`config.mk`:
```
export PLATFORM = sky130hd
export DESIGN_NAME = tiled_texture_detiler
export DESIGN_NICKNAME = d
export VERILOG_FILES = /design/src/hw/rtl/tdt_pkg.sv /design/src/hw/rtl/tdt_walk.sv /design/src/hw/rtl/tdt_datapath.sv /design/src/hw/rtl/tiled_texture_detiler.sv
export SDC_FILE = /design/constraint.sdc
export NUM_CORES = 2
export LEC_CHECK = 0
export ABC_CLOCK_PERIOD_IN_PS = 18600
export BUFFER_PORTS_ARGS = -buffer_cell sky130_fd_sc_hd__buf_4
export CORE_ASPECT_RATIO = 0.5
export CORE_UTILIZATION = 64
export DETAILED_ROUTE_END_ITERATION = 7
export PLACE_DENSITY_LB_ADDON = 0.05
export SLEW_MARGIN = 20
export SYNTH_ARGS = -nofsm -noshare
export SYNTH_HDL_FRONTEND = slang
export SYNTH_SLANG_ARGS = --single-unit
```
`constraint.sdc`:
```
create_clock -name clock -period 18.6 [get_ports clock]
set_clock_uncertainty 0.2 [all_clocks]
set_input_delay 3.72 -clock clock [delete_from_list [all_inputs] [get_ports clock]]
set_output_delay 3.72 -clock clock [all_outputs]
set_load 0.01 [all_outputs]
```
`src/hw/rtl/tdt_pkg.sv`:
```
`default_nettype none

package tdt_pkg;

   // Field and datapath widths
   localparam int SIZE_W      = 11;
   localparam int LEVEL_W     = 4;
   localparam int FMT_W       = 4;
   localparam int DATA_W      = 64;
   localparam int OFFSET_W    = 22;
   localparam int BYTES_W     = 4;
   localparam int BPT_W       = 6;
   localparam int LOG2_W      = 2;
   localparam int DIM_W       = 4;
   localparam int SUB_W       = 3;
   localparam int PIX_W       = 2 * SIZE_W;
   localparam int BPU_W       = BPT_W + 4;
   localparam int PROD_W      = PIX_W + BPU_W;
   localparam int OFFB_W      = PROD_W - 3;
   localparam int AREA_W      = 2 * SIZE_W;
   localparam int RPROD_W     = AREA_W + BPT_W;
   localparam int REAL_W      = RPROD_W - 3;
   localparam int CSR_INDEX_W = 3;
   localparam int CSR_DATA_W  = SIZE_W;

   // Texel format codes
   localparam logic [FMT_W-1:0] FMT_I4     = 4'd0;
   localparam logic [FMT_W-1:0] FMT_I8     = 4'd1;
   localparam logic [FMT_W-1:0] FMT_IA4    = 4'd2;
   localparam logic [FMT_W-1:0] FMT_IA8    = 4'd3;
   localparam logic [FMT_W-1:0] FMT_RGB565 = 4'd7;
   localparam logic [FMT_W-1:0] FMT_RGB5A3 = 4'd8;
   localparam logic [FMT_W-1:0] FMT_RGBA8  = 4'd9;
   localparam logic [FMT_W-1:0] FMT_CMPR   = 4'd10;

   // Register indexes
   localparam logic [CSR_INDEX_W-1:0] REG_TEXEL_FORMAT = 3'd0;
   localparam logic [CSR_INDEX_W-1:0] REG_IMAGE_WIDTH  = 3'd1;
   localparam logic [CSR_INDEX_W-1:0] REG_IMAGE_HEIGHT = 3'd2;
   localparam logic [CSR_INDEX_W-1:0] REG_MIP_COUNT    = 3'd3;
   localparam logic [CSR_INDEX_W-1:0] REG_BLOCK_W_LOG2 = 3'd4;
   localparam logic [CSR_INDEX_W-1:0] REG_BLOCK_H_LOG2 = 3'd5;
   localparam logic [CSR_INDEX_W-1:0] REG_BITS_PER_TEX = 3'd6;

   typedef struct packed {
      logic [FMT_W-1:0]   texel_format;
      logic [SIZE_W-1:0]  image_width;
      logic [SIZE_W-1:0]  image_height;
      logic [LEVEL_W-1:0] mip_count;
      logic [LOG2_W-1:0]  block_width_log2;
      logic [LOG2_W-1:0]  block_height_log2;
      logic [BPT_W-1:0]   bits_per_texel;
   } cfg_type;

   localparam cfg_type CFG_RESET = '{
      texel_format:      FMT_I8,
      image_width:       11'd1024,
      image_height:      11'd1024,
      mip_count:         4'd1,
      block_width_log2:  2'd3,
      block_height_log2: 2'd2,
      bits_per_texel:    6'd8
   };

   // One walked unit leaving the walk stage
   typedef struct packed {
      logic               valid;
      logic [SIZE_W-1:0]  row;
      logic [SIZE_W-1:0]  col;
      logic [SIZE_W-1:0]  stride;
      logic [LEVEL_W-1:0] level;
      logic               last;
      logic [DATA_W-1:0]  data;
   } unit_type;

   typedef struct packed {
      logic [DATA_W-1:0]  data;
      logic [BYTES_W-1:0] bytes;
   } conv_type;

   // Tile dimension in units: texels, or 4x4 groups in compressed mode
   function automatic logic [DIM_W-1:0] block_dim(logic [LOG2_W-1:0] lg, logic cmpr);
      logic [DIM_W-1:0] b;
      b = DIM_W'(1) << lg;
      if (cmpr) b = b >> 2;
      if (b == '0) b = DIM_W'(1);
      return b;
   endfunction

   function automatic logic [SIZE_W-1:0] clamp_size(logic [SIZE_W-1:0] sz,
                                                    int unsigned max_size);
      logic [SIZE_W-1:0] r;
      r = sz;
      if (32'(sz) > max_size) r = SIZE_W'(max_size);
      return r;
   endfunction

   // Reverse the four 2-bit index fields of one byte
   function automatic logic [7:0] swap_pairs(logic [7:0] b);
      return ((b & 8'h03) << 6) | ((b & 8'h0C) << 2) |
             ((b & 8'h30) >> 2) | ((b & 8'hC0) >> 6);
   endfunction

   function automatic conv_type convert(logic [FMT_W-1:0] fmt, logic [DATA_W-1:0] u);
      conv_type c;
      c.data  = '0;
      c.bytes = '0;
      unique case (fmt) inside
         FMT_I4, FMT_I8, FMT_IA4: begin
            c.bytes = BYTES_W'(1);
            c.data  = {56'd0, u[7:0]};
         end
         FMT_IA8, FMT_RGB565, FMT_RGB5A3: begin
            c.bytes = BYTES_W'(2);
            c.data  = {48'd0, u[15:0]};
         end
         FMT_RGBA8: begin
            c.bytes = BYTES_W'(4);
            c.data  = {32'd0, u[31:0]};
         end
         FMT_CMPR: begin
            c.bytes = BYTES_W'(8);
            c.data  = {u[63:32], swap_pairs(u[31:24]), swap_pairs(u[23:16]),
                       swap_pairs(u[15:8]), swap_pairs(u[7:0])};
         end
         default: begin
            c.bytes = '0;
            c.data  = '0;
         end
      endcase
      return c;
   endfunction

endpackage

`default_nettype wire

```
`src/hw/rtl/tdt_walk.sv`:
```
`default_nettype none

module tdt_walk import tdt_pkg::*; #(
   parameter int MAX_SIZE   = 1024,
   parameter int MAX_LEVELS = 11
) (
   input  wire logic                clock,
   input  wire logic                reset,
   input  wire cfg_type             cfg,
   input  wire cfg_type             cfg_next,
   input  wire logic                restart,
   input  wire logic                req_valid,
   output logic                     req_stall,
   input  wire logic [DATA_W-1:0]   req_unit_data,
   input  wire logic                req_source_end,
   input  wire logic                s1_take,
   output unit_type                 s1
);

   logic [SIZE_W-1:0]  tile_col_ff, tile_col_in, tile_row_ff, tile_row_in;
   logic [SUB_W-1:0]   sub_col_ff, sub_col_in, sub_row_ff, sub_row_in;
   logic [LEVEL_W-1:0] level_ff, level_in;
   logic [SIZE_W-1:0]  level_width_ff, level_width_in;
   logic [SIZE_W-1:0]  level_height_ff, level_height_in;
   logic               finished_ff, finished_in;
   unit_type           s1_ff, s1_in;

   logic               cmpr, next_cmpr;
   logic [1:0]         next_shift;
   logic [DIM_W-1:0]   bw, bh, step;
   logic [SIZE_W-1:0]  stride, height_span;
   logic [LEVEL_W-1:0] mc, level_sum;
   logic [DIM_W-1:0]   sub_col_sum, sub_row_sum;
   logic [SIZE_W:0]    tile_col_sum, tile_row_sum;
   logic               col_wrap, row_wrap, tcol_wrap, trow_wrap, level_done, last;
   logic               s1_ready, accept, emit;

   // Decode the tile geometry of the current level
   always_comb begin
      cmpr        = (cfg.texel_format == FMT_CMPR);
      next_cmpr   = (cfg_next.texel_format == FMT_CMPR);
      next_shift  = next_cmpr ? 2'd2 : 2'd0;
      bw          = block_dim(cfg.block_width_log2, cmpr);
      bh          = block_dim(cfg.block_height_log2, cmpr);
      stride      = (level_width_ff > SIZE_W'(bw)) ? level_width_ff : SIZE_W'(bw);
      height_span = (level_height_ff > SIZE_W'(bh)) ? level_height_ff : SIZE_W'(bh);
      mc          = (32'(cfg.mip_count) > MAX_LEVELS) ? LEVEL_W'(MAX_LEVELS)
                                                       : cfg.mip_count;
      step        = (cfg.bits_per_texel == BPT_W'(4) && !cmpr) ? DIM_W'(2) : DIM_W'(1);
   end

   // Next position of the walk
   always_comb begin
      sub_col_sum  = DIM_W'(sub_col_ff) + step;
      sub_row_sum  = DIM_W'(sub_row_ff) + DIM_W'(1);
      tile_col_sum = {1'b0, tile_col_ff} + (SIZE_W + 1)'(bw);
      tile_row_sum = {1'b0, tile_row_ff} + (SIZE_W + 1)'(bh);
      level_sum    = level_ff + LEVEL_W'(1);
      col_wrap     = (sub_col_sum >= bw);
      row_wrap     = (sub_row_sum >= bh);
      tcol_wrap    = (tile_col_sum >= {1'b0, stride});
      trow_wrap    = (tile_row_sum >= {1'b0, height_span});
      level_done   = col_wrap && row_wrap && tcol_wrap && trow_wrap && (level_sum >= mc);
      last         = level_done || req_source_end;
   end

   // Handshake: drop words once the walk is finished
   assign s1_ready  = !s1_ff.valid || s1_take;
   assign req_stall = !s1_ready;
   assign accept    = req_valid && s1_ready;
   assign emit      = accept && !finished_ff && (mc != '0);

   // Advance walk counters
   always_comb begin
      tile_col_in     = tile_col_ff;
      tile_row_in     = tile_row_ff;
      sub_col_in      = sub_col_ff;
      sub_row_in      = sub_row_ff;
      level_in        = level_ff;
      level_width_in  = level_width_ff;
      level_height_in = level_height_ff;
      finished_in     = finished_ff;
      if (reset || restart) begin
         tile_col_in     = '0;
         tile_row_in     = '0;
         sub_col_in      = '0;
         sub_row_in      = '0;
         level_in        = '0;
         level_width_in  = clamp_size(cfg_next.image_width, MAX_SIZE) >> next_shift;
         level_height_in = clamp_size(cfg_next.image_height, MAX_SIZE) >> next_shift;
         finished_in     = 1'b0;
      end else if (accept && !finished_ff) begin
         if (mc == '0) begin
            finished_in = 1'b1;
         end else begin
            finished_in = last;
            sub_col_in  = sub_col_sum[SUB_W-1:0];
            if (col_wrap) begin
               sub_col_in = '0;
               sub_row_in = sub_row_sum[SUB_W-1:0];
               if (row_wrap) begin
                  sub_row_in  = '0;
                  tile_col_in = tile_col_sum[SIZE_W-1:0];
                  if (tcol_wrap) begin
                     tile_col_in = '0;
                     tile_row_in = tile_row_sum[SIZE_W-1:0];
                     if (trow_wrap) begin
                        tile_row_in     = '0;
                        level_in        = level_sum;
                        level_width_in  = level_width_ff >> 1;
                        level_height_in = level_height_ff >> 1;
                     end
                  end
               end
            end
         end
      end
   end

   // Load the walk stage register
   always_comb begin
      s1_in = s1_ff;
      if (s1_ready) begin
         s1_in.valid = emit;
         if (emit) begin
            s1_in.row    = tile_row_ff + SIZE_W'(sub_row_ff);
            s1_in.col    = tile_col_ff + SIZE_W'(sub_col_ff);
            s1_in.stride = stride;
            s1_in.level  = level_ff;
            s1_in.last   = last;
            s1_in.data   = req_unit_data;
         end
      end
      if (reset) s1_in.valid = 1'b0;
   end

   always_ff @(posedge clock) begin
      tile_col_ff     <= tile_col_in;
      tile_row_ff     <= tile_row_in;
      sub_col_ff      <= sub_col_in;
      sub_row_ff      <= sub_row_in;
      level_ff        <= level_in;
      level_width_ff  <= level_width_in;
      level_height_ff <= level_height_in;
      finished_ff     <= finished_in;
      s1_ff           <= s1_in;
   end

   assign s1 = s1_ff;

endmodule

`default_nettype wire

```
`src/hw/rtl/tdt_datapath.sv`:
```
`default_nettype none

module tdt_datapath import tdt_pkg::*; #(
   parameter int MAX_SIZE = 1024
) (
   input  wire logic                clock,
   input  wire logic                reset,
   input  wire cfg_type             cfg,
   input  wire unit_type            s1,
   output logic                     s1_take,
   output logic                     rsp_valid,
   input  wire logic                rsp_stall,
   output logic [OFFSET_W-1:0]      rsp_dest_offset,
   output logic [DATA_W-1:0]        rsp_out_data,
   output logic [BYTES_W-1:0]       rsp_out_bytes,
   output logic [LEVEL_W-1:0]       rsp_mip_level,
   output logic                     rsp_beyond_buffer,
   output logic                     rsp_last
);

   typedef struct packed {
      logic               valid;
      logic [PIX_W-1:0]   pix;
      logic [AREA_W-1:0]  area;
      logic [LEVEL_W-1:0] level;
      logic               last;
      conv_type           conv;
   } s2_type;

   typedef struct packed {
      logic               valid;
      logic [OFFB_W-1:0]  offb;
      logic [REAL_W-1:0]  real_size;
      logic [LEVEL_W-1:0] level;
      logic               last;
      conv_type           conv;
   } s3_type;

   typedef struct packed {
      logic                valid;
      logic [OFFSET_W-1:0] offset;
      logic                beyond;
      logic [LEVEL_W-1:0]  level;
      logic                last;
      conv_type            conv;
   } out_type;

   s2_type  s2_ff, s2_in;
   s3_type  s3_ff, s3_in;
   out_type out_ff, out_in;

   logic              out_ready, s3_ready, s2_ready;
   logic [SIZE_W-1:0] lw, lh;
   logic [BPU_W-1:0]  bpu;
   logic [PROD_W-1:0] prod;
   logic [RPROD_W-1:0] rprod;

   // Each stage moves when the one after it has room
   assign out_ready = !out_ff.valid || !rsp_stall;
   assign s3_ready  = !s3_ff.valid || out_ready;
   assign s2_ready  = !s2_ff.valid || s3_ready;
   assign s1_take   = s2_ready;

   // Stage 2: linear texel index, level area, data conversion
   always_comb begin
      lw    = clamp_size(cfg.image_width, MAX_SIZE) >> s1.level;
      lh    = clamp_size(cfg.image_height, MAX_SIZE) >> s1.level;
      s2_in = s2_ff;
      if (s2_ready) begin
         s2_in.valid = s1.valid;
         if (s1.valid) begin
            s2_in.pix   = PIX_W'(s1.row) * PIX_W'(s1.stride) + PIX_W'(s1.col);
            s2_in.area  = AREA_W'(lw) * AREA_W'(lh);
            s2_in.level = s1.level;
            s2_in.last  = s1.last;
            s2_in.conv  = convert(cfg.texel_format, s1.data);
         end
      end
      if (reset) s2_in.valid = 1'b0;
   end

   // Stage 3: scale to bytes
   always_comb begin
      bpu   = (cfg.texel_format == FMT_CMPR) ? {cfg.bits_per_texel, 4'd0}
                                             : BPU_W'(cfg.bits_per_texel);
      prod  = PROD_W'(s2_ff.pix) * PROD_W'(bpu);
      rprod = RPROD_W'(s2_ff.area) * RPROD_W'(cfg.bits_per_texel);
      s3_in = s3_ff;
      if (s3_ready) begin
         s3_in.valid = s2_ff.valid;
         if (s2_ff.valid) begin
            s3_in.offb      = prod[PROD_W-1:3];
            s3_in.real_size = rprod[RPROD_W-1:3];
            s3_in.level     = s2_ff.level;
            s3_in.last      = s2_ff.last;
            s3_in.conv      = s2_ff.conv;
         end
      end
      if (reset) s3_in.valid = 1'b0;
   end

   // Output register: flag offsets past the real buffer
   always_comb begin
      out_in = out_ff;
      if (out_ready) begin
         out_in.valid = s3_ff.valid;
         if (s3_ff.valid) begin
            out_in.offset = s3_ff.offb[OFFSET_W-1:0];
            out_in.beyond = (s3_ff.offb >= OFFB_W'(s3_ff.real_size));
            out_in.level  = s3_ff.level;
            out_in.last   = s3_ff.last;
            out_in.conv   = s3_ff.conv;
         end
      end
      if (reset) out_in.valid = 1'b0;
   end

   always_ff @(posedge clock) begin
      s2_ff  <= s2_in;
      s3_ff  <= s3_in;
      out_ff <= out_in;
   end

   assign rsp_valid         = out_ff.valid;
   assign rsp_dest_offset   = out_ff.offset;
   assign rsp_out_data      = out_ff.conv.data;
   assign rsp_out_bytes     = out_ff.conv.bytes;
   assign rsp_mip_level     = out_ff.level;
   assign rsp_beyond_buffer = out_ff.beyond;
   assign rsp_last          = out_ff.last;

endmodule

`default_nettype wire

```
`src/hw/rtl/tiled_texture_detiler.sv`:
```
// Block-tiled texture detiler.
// Input channel (req_*): one source unit per word, in tiled stream order, with
// req_source_end marking the last unit of the source. A word is taken at an
// edge with req_valid high and req_stall low.
// Result channel (rsp_*): one word per unit with its byte offset in the linear
// image of its mip level, converted data, byte count, level, a beyond-buffer
// flag, and rsp_last on the final unit. Words after the final unit are taken
// and dropped until a write to a defined register or reset restarts the walk.
// Configuration (csr_*): csr_ready is always high; any write to a defined
// register restarts the walk at level 0. Write only while the block is idle.
// Throughput: one word per cycle while no stall holds the pipe; the walk
// counters advance once per taken word. A result passes the walk register,
// the index/area multiply stage, the byte-scale stage and the output register.
// Reset loads the default registers, clears the walk and empties the pipe.
// When rsp_stall is high the result holds; the pipe keeps taking words until
// every stage is full, then req_stall rises in the same cycle.
`default_nettype none

module tiled_texture_detiler import tdt_pkg::*; #(
   parameter int MAX_SIZE   = 1024,
   parameter int MAX_LEVELS = 11
) (
   input  wire logic                   clock,
   input  wire logic                   reset,
   input  wire logic                   csr_valid,
   output logic                        csr_ready,
   input  wire logic [CSR_INDEX_W-1:0] csr_index,
   input  wire logic [CSR_DATA_W-1:0]  csr_wdata,
   input  wire logic                   req_valid,
   output logic                        req_stall,
   input  wire logic [DATA_W-1:0]      req_unit_data,
   input  wire logic                   req_source_end,
   output logic                        rsp_valid,
   input  wire logic                   rsp_stall,
   output logic [OFFSET_W-1:0]         rsp_dest_offset,
   output logic [DATA_W-1:0]           rsp_out_data,
   output logic [BYTES_W-1:0]          rsp_out_bytes,
   output logic [LEVEL_W-1:0]          rsp_mip_level,
   output logic                        rsp_beyond_buffer,
   output logic                        rsp_last
);

   cfg_type  cfg_ff, cfg_in;
   logic     csr_write, cfg_hit, s1_take;
   unit_type s1;

   assign csr_ready = 1'b1;
   assign csr_write = csr_valid && csr_ready;

   // Decode register writes
   always_comb begin
      cfg_in  = cfg_ff;
      cfg_hit = 1'b0;
      if (reset) begin
         cfg_in = CFG_RESET;
      end else if (csr_write) begin
         unique case (csr_index)
            REG_TEXEL_FORMAT: begin
               cfg_in.texel_format = csr_wdata[FMT_W-1:0];
               cfg_hit = 1'b1;
            end
            REG_IMAGE_WIDTH: begin
               cfg_in.image_width = csr_wdata[SIZE_W-1:0];
               cfg_hit = 1'b1;
            end
            REG_IMAGE_HEIGHT: begin
               cfg_in.image_height = csr_wdata[SIZE_W-1:0];
               cfg_hit = 1'b1;
            end
            REG_MIP_COUNT: begin
               cfg_in.mip_count = csr_wdata[LEVEL_W-1:0];
               cfg_hit = 1'b1;
            end
            REG_BLOCK_W_LOG2: begin
               cfg_in.block_width_log2 = csr_wdata[LOG2_W-1:0];
               cfg_hit = 1'b1;
            end
            REG_BLOCK_H_LOG2: begin
               cfg_in.block_height_log2 = csr_wdata[LOG2_W-1:0];
               cfg_hit = 1'b1;
            end
            REG_BITS_PER_TEX: begin
               cfg_in.bits_per_texel = csr_wdata[BPT_W-1:0];
               cfg_hit = 1'b1;
            end
            default: cfg_hit = 1'b0;
         endcase
      end
   end

   always_ff @(posedge clock) begin
      cfg_ff <= cfg_in;
   end

   tdt_walk #(
      .MAX_SIZE   (MAX_SIZE),
      .MAX_LEVELS (MAX_LEVELS)
   ) u_walk (
      .clock          (clock),
      .reset          (reset),
      .cfg            (cfg_ff),
      .cfg_next       (cfg_in),
      .restart        (cfg_hit),
      .req_valid      (req_valid),
      .req_stall      (req_stall),
      .req_unit_data  (req_unit_data),
      .req_source_end (req_source_end),
      .s1_take        (s1_take),
      .s1             (s1)
   );

   tdt_datapath #(
      .MAX_SIZE (MAX_SIZE)
   ) u_datapath (
      .clock             (clock),
      .reset             (reset),
      .cfg               (cfg_ff),
      .s1                (s1),
      .s1_take           (s1_take),
      .rsp_valid         (rsp_valid),
      .rsp_stall         (rsp_stall),
      .rsp_dest_offset   (rsp_dest_offset),
      .rsp_out_data      (rsp_out_data),
      .rsp_out_bytes     (rsp_out_bytes),
      .rsp_mip_level     (rsp_mip_level),
      .rsp_beyond_buffer (rsp_beyond_buffer),
      .rsp_last          (rsp_last)
   );

endmodule

`default_nettype wire

```
Word level (Yosys, flattened, before mapping). Cells that the tools add are included.

Word-level logic and storage cells: 201. Bits in registers: 541. Input port bits: 84. Output and inout port bits: 99.

Shift operators: 6. Add/sub/neg operators: 8. Eq/ne operators: 16. Order comparisons: 13. Muxes and demuxes: 48. Reduce and logical (&&, ||, !) cells: 50. Multipliers: 4. Bitwise operators: 13.

Operators with widths (number): 2-to-1 mux 11 bit (26); one-hot mux 68 bit (4 select lines) (1); 2-to-1 mux 40 bit (2); > comparator 11 bit (second input constant) (4); multiplier 11 x 11 -> 22 bit (2); multiplier 22 x 10 -> 32 bit (1); bitwise OR 8 x 2 -> 8 bit (4); bitwise OR 8 x 4 -> 8 bit (4); bitwise OR 8 x 6 -> 8 bit (4); >= comparator 29 x 25 -> 1 bit (1); multiplier 22 x 6 -> 28 bit (1); 2-to-1 mux 4 bit (7); adder 11 x 4 -> 12 bit (2); >= comparator 12 x 11 -> 1 bit (2); adder 11 x 3 -> 11 bit (2); adder 22 x 11 -> 22 bit (1); > comparator 11 x 4 -> 1 bit (2); right shift 11 x 2 -> 11 bit (2); right shift 11 x 4 -> 11 bit (2); AND reduction 2 bit (9); == test 4 bit (second input constant) (4); zero test 4 bit (4); >= comparator 4 bit (3); AND reduction 6 bit (2); other kinds (30) (66).

Logic depth before layout (Yosys ltp).
Word-level depth: 14. Mapped depth: 27. Depth with buffers taken out: 25.

Hierarchy. Synthesis repeated with hierarchy kept, for this count alone.

Cell total of the unflattened synthesis: 3789. Area total of the unflattened synthesis: 41240.8 µm².

By module, submodules not included: tdt_datapath (instances 1, cells each 2927, seq. area each 10269.8 µm², area an instance 31371.3 µm²); tdt_walk (instances 1, cells each 700, seq. area each 4404.2 µm², area an instance 8165.3 µm²); tiled_texture_detiler (instances 1, cells each 162, seq. area each 800.8 µm², area an instance 1704.1 µm²).

Worst setup path before layout. Ideal clock, no wire load.

Path kind: input port to flip-flop. Start point: in rsp_stall. End point: reg u_datapath.s2_ff[0] (netlist name), enable pin. Data required time: 17.628 ns. Path buffers: 0. Slack: 5.219 ns. Library setup time: 0.772 ns. Stages: 2. Data arrival time: 12.409 ns. Cells stage by stage: and3_1 -> a21boi_0.

Longest elaborated chain between the ends: 5.

Ends and longest elaborated chain: start, declared (line tiled_texture_detiler.sv:34) `input wire logic rsp_stall,`; zero test 1 bit (line tdt_datapath.sv:59) `assign out_ready = !out_ff.valid || !rsp_stall;`; logical OR 1 bit (line tdt_datapath.sv:59); logical OR 1 bit (line tdt_datapath.sv:60) `assign s3_ready = !s3_ff.valid || out_ready;`; logical OR 1 bit (line tdt_datapath.sv:61) `assign s2_ready = !s2_ff.valid || s3_ready;`; AND reduction 2 bit (no line); end signal, assigned (line tdt_datapath.sv:119) `s2_ff <= s2_in;`; end, declared (line tdt_datapath.sv:48) `s2_type s2_ff, s2_in;`.

No other way between the ends. A chain may end at the register's enable or synchronous reset.

Worst setup path after layout.
Start point: in rsp_stall. End point: out req_stall.

Longest elaborated chain between the ends: 6.

Ends and longest elaborated chain: zero test 1 bit (line tdt_datapath.sv:59); logical OR 1 bit (line tdt_datapath.sv:59); logical OR 1 bit (line tdt_datapath.sv:60); logical OR 1 bit (line tdt_datapath.sv:61); logical OR 1 bit (line tdt_walk.sv:68) `assign s1_ready = !s1_ff.valid || s1_take;`; zero test 1 bit (line tdt_walk.sv:69) `assign req_stall = !s1_ready;`; end, declared (line tiled_texture_detiler.sv:30) `output logic req_stall,`.

No other way between the ends.

==> run summary <==
Vias per Instance: 5.80
Post-synth top area share: 0.345
Clock share of power: 0.294
HP Class: reg2reg
Rel. slew slack: 0.276
Clock transition at the registers of the reported paths: 0.07 ns
M2 GR Usage: 0.453
Final nets: 4,628
CTS tree: done
Gp weighted congestion: 0.908
Largest net degree at the start of global routing: 114
Async SR Flop Fraction: 0
Met1 GRT Util: 0.425
Mapped Cells: 3,728
CP endpoint: req_stall
Setup TNS: 0 ns
Root buffer cell: clkbuf_16
Post-synth net total: 4,531
Worst hold path cell count: 0
First-pass GRT wire length: 146 mm
Min Tclk post-route: 8.48 ns
Diode count: 0
Req. time, crit path: 14.68 ns
Top post-synthesis cells by area: edfxtp_1, fa_1, ha_1, inv_1, nand2_1
Num ports: 183
Antenna violations before repair: 2
RSZ-0062 raised after global routing: false
Crit path max fanout: 5
Post-Place Worst Slack: 10.13 ns
RR Endpoint: u_datapath.s3_ff[125]$_DFFE_PP_
Top FF cell, synth: edfxtp_1
Ys Warns: 0
Pint: 0.00237 W
Die width: 357 µm
Placed Instances: 4,601
Final Hold Viols: 0
WL final: 89.9 mm
Post-synth EDFFs: 464
Area growth, synth to finish: 9.01%
Setup WS post-layout: 10.12 ns
Fillers: 4,435
Cell Area, Synth: 40,300 µm²
Final worst path period share: 0.456
Slew @ Worst Pin: 1.09 ns
Synth cell types: 74
Sw Ratio: 0.315
Reg-to-Reg Start: cfg_ff[39]$_DFF_P_
Storage cell area: 15,500 µm²
H-tree levels: 2
Post-cts resize count: 0
Worst skew pair latency: 0.61 ns
Clk buf depth: 3
Drt wl/cell: 19.2 µm
R2r setup slk: 10.67 ns
Status: complete, no violations
Number of global-route vias before repair: 27.8k
First-pass iteration count of the detailed router: 6
Site Rows: 64
Detailed Route Iter0 Violations: 2,521
Setup crit start: rsp_stall
Combinational fraction of design power: 0.268
#FFs+latches synth: 541
Post-DP HPWL: 67.9 mm
Crit end category: output pin
Met3 Resource Use GR: 0.0459
Total Power: 0.00345 W
Clk sinks: 541
F_max: 118 MHz
WP data arrival: 4.56 ns
Most Used Layer, Global Route: met2
Post-CTS setup buffer count: 0
Max-Cap Viols: 0
Port Buf Inserts: 181
# hold bufs at CTS: 0
Seq pwr share: 0.438
Leak: 19.9 nW
Setup CP Type: in2out
DR vias: 27.2k
Final Max Slew Viols: 0
DRC errors left: 0
Maximum VDD drop: 0.0628 mV
Syn_area_per_cell: 10.8 µm²
Global route overflow: 0
Initial Utilization: 0.654
Pwr dens: 78.5 nW/µm²
Layout cells sized above 1: 0.0857
Placeable core area: 61,700 µm²
Non-Filler Instances: 4,687
Area of the multi-input gates: 22,400 µm²
Setup-failing EPs final: 0
Switching power: 0.00109 W
Post-route ant nets: 0
Worst reg2reg path depth: 19
Post-synth top area cell: edfxtp_1
Die area: 64,100 µm²
GRT Util Overall: 0.287
Die height: 180 µm
Num CTS Buffers: 47
Fin Hold WS: 0.217 ns
Sequential-to-total area share from yosys stat: 0.384
Critical Path Start Type: input port
==> sequential cells by signal, indices dropped and copies added, names as in the netlist, 11 cells and up <==
register                    count
cfg_ff                         40
u_datapath.rsp_dest_offset     22
u_datapath.rsp_out_data        64
u_datapath.s2_ff              118
u_datapath.s3_ff              128
u_walk.level_height_ff         11
u_walk.level_width_ff          11
u_walk.s1                     103
u_walk.tile_col_ff             11
u_walk.tile_row_ff             11
==> cell type report <==
cell class,instances,area share
Sequential cell,541,0.352
Tap cell,825,0.0235
Clock buffer,58,0.0277
Timing Repair Buffer,211,0.0361
Multi-Input combinational cell,2527,0.510
Clock inverter,28,0.00868
Inverter,497,0.0425
==> cell usage in the layout, fill, tap and decap left out, drive strengths merged, types with 8 or more instances in the layout <==
cell type | netlist | routed
nor2b | 72 | 72
or3 | 8 | 8
a31oi | 18 | 18
fa | 415 | 415
inv | 497 | 498
clkbuf | 119 | 58
nor2 | 218 | 218
or2 | 19 | 19
dfxtp | 77 | 77
nand2b | 36 | 36
xnor2 | 75 | 75
clkinv | 0 | 20
o21a | 11 | 11
or4 | 12 | 12
edfxtp | 464 | 464
a21o | 71 | 71
nor3 | 36 | 36
and3 | 88 | 88
nor3b | 9 | 9
mux2i | 44 | 44
a211o | 13 | 13
a21oi | 142 | 142
nand4 | 20 | 20
a211oi | 18 | 18
nand2 | 468 | 468
ha | 304 | 304
nor4 | 16 | 16
and2 | 98 | 98
a22o | 33 | 33
xor2 | 50 | 50
o21bai | 10 | 10
o211ai | 9 | 9
nand3 | 59 | 59
o22ai | 13 | 13
o21ai | 74 | 74
buf | 44 | 211
==> synthesized netlist by cell type (59+ instances only) <==
library cell / n
a21o_1: 71
a21oi_1: 141
and2_1: 98
and3_1: 88
clkbuf_1: 117
dfxtp_1: 77
edfxtp_1: 464
fa_1: 415
ha_1: 304
inv_1: 495
nand2_1: 467
nor2_1: 218
nor2b_1: 72
o21ai_0: 59
xnor2_1: 75
==> cells by family (layout without fill, tap and decap cells) <==
logic type,Yosys count,count (layout),synth area share
AND/OR/NAND/NOR,1173,1173,0.139
buffers and inverters,660,794,0.0620
flip-flops,541,541,0.384
multiplexers,51,51,0.0134
other,1,1,0.0000929
XOR/XNOR,125,125,0.0271
AO/OA/AOI/OAI,458,458,0.0747
adder cells (fa/ha/maj),719,719,0.300
==> worst max-delay path, cell delays in order <==
cell and delay (ns):
buf_4 0.11, and3_1 0.33, nand3_1 0.20, inv_1 0.09
buf_4 0.11
==> power groups by stage <==
stage | combinational (W) | clock [W] | sequential [W]
floorplan | 0.000728 | 0 | 0.00147
global placement | 0.000887 | 0 | 0.00153
detailed placement | 0.000917 | 0 | 0.00153
CTS | 0.000925 | 0.00104 | 0.00151
global route | 0.00105 | 0.00108 | 0.00152
finish | 0.000925 | 0.00102 | 0.00151
==> stage by stage <==
step	util	area (µm²)
after floorplan	-	40300
after global placement	0.686	42400
after detailed placement	0.686	42400
after CTS	0.712	44000
after global routing	0.712	44000
final	0.712	44000
==> metal layers <==
layer / up-vias / wire (µm)
li1: 12600 / -
met1: 13500 / 40500
met2: 974 / 40700
met3: 136 / 6990
met4: 0 / 1720
met5: - / 0
==> how the worst min path moves through the flow <==
stage / startpoint / to / slack (ns)
6_report: u_datapath.s3_ff[14]$_DFFE_PP_ / u_datapath.rsp_out_data[10]$_DFFE_PP_ / 0.22
5_1_grt: u_datapath.s2_ff[0]$_DFFE_PP_ / u_datapath.s3_ff[0]$_DFFE_PP_ / 0.22
3_3_place_gp: u_walk.s1[64]$_DFFE_PP_ / u_datapath.s2_ff[68]$_DFFE_PP_ / 0.20
2_1_floorplan: u_datapath.s3_ff[68]$_DFFE_PP_ / u_datapath.rsp_last$_DFFE_PP_ / 0.20
3_5_place_dp: u_datapath.s3_ff[21]$_DFFE_PP_ / u_datapath.rsp_out_data[17]$_DFFE_PP_ / 0.20
4_1_cts: u_datapath.s3_ff[14]$_DFFE_PP_ / u_datapath.rsp_out_data[10]$_DFFE_PP_ / 0.21
(Power assumes the default switching activity.)
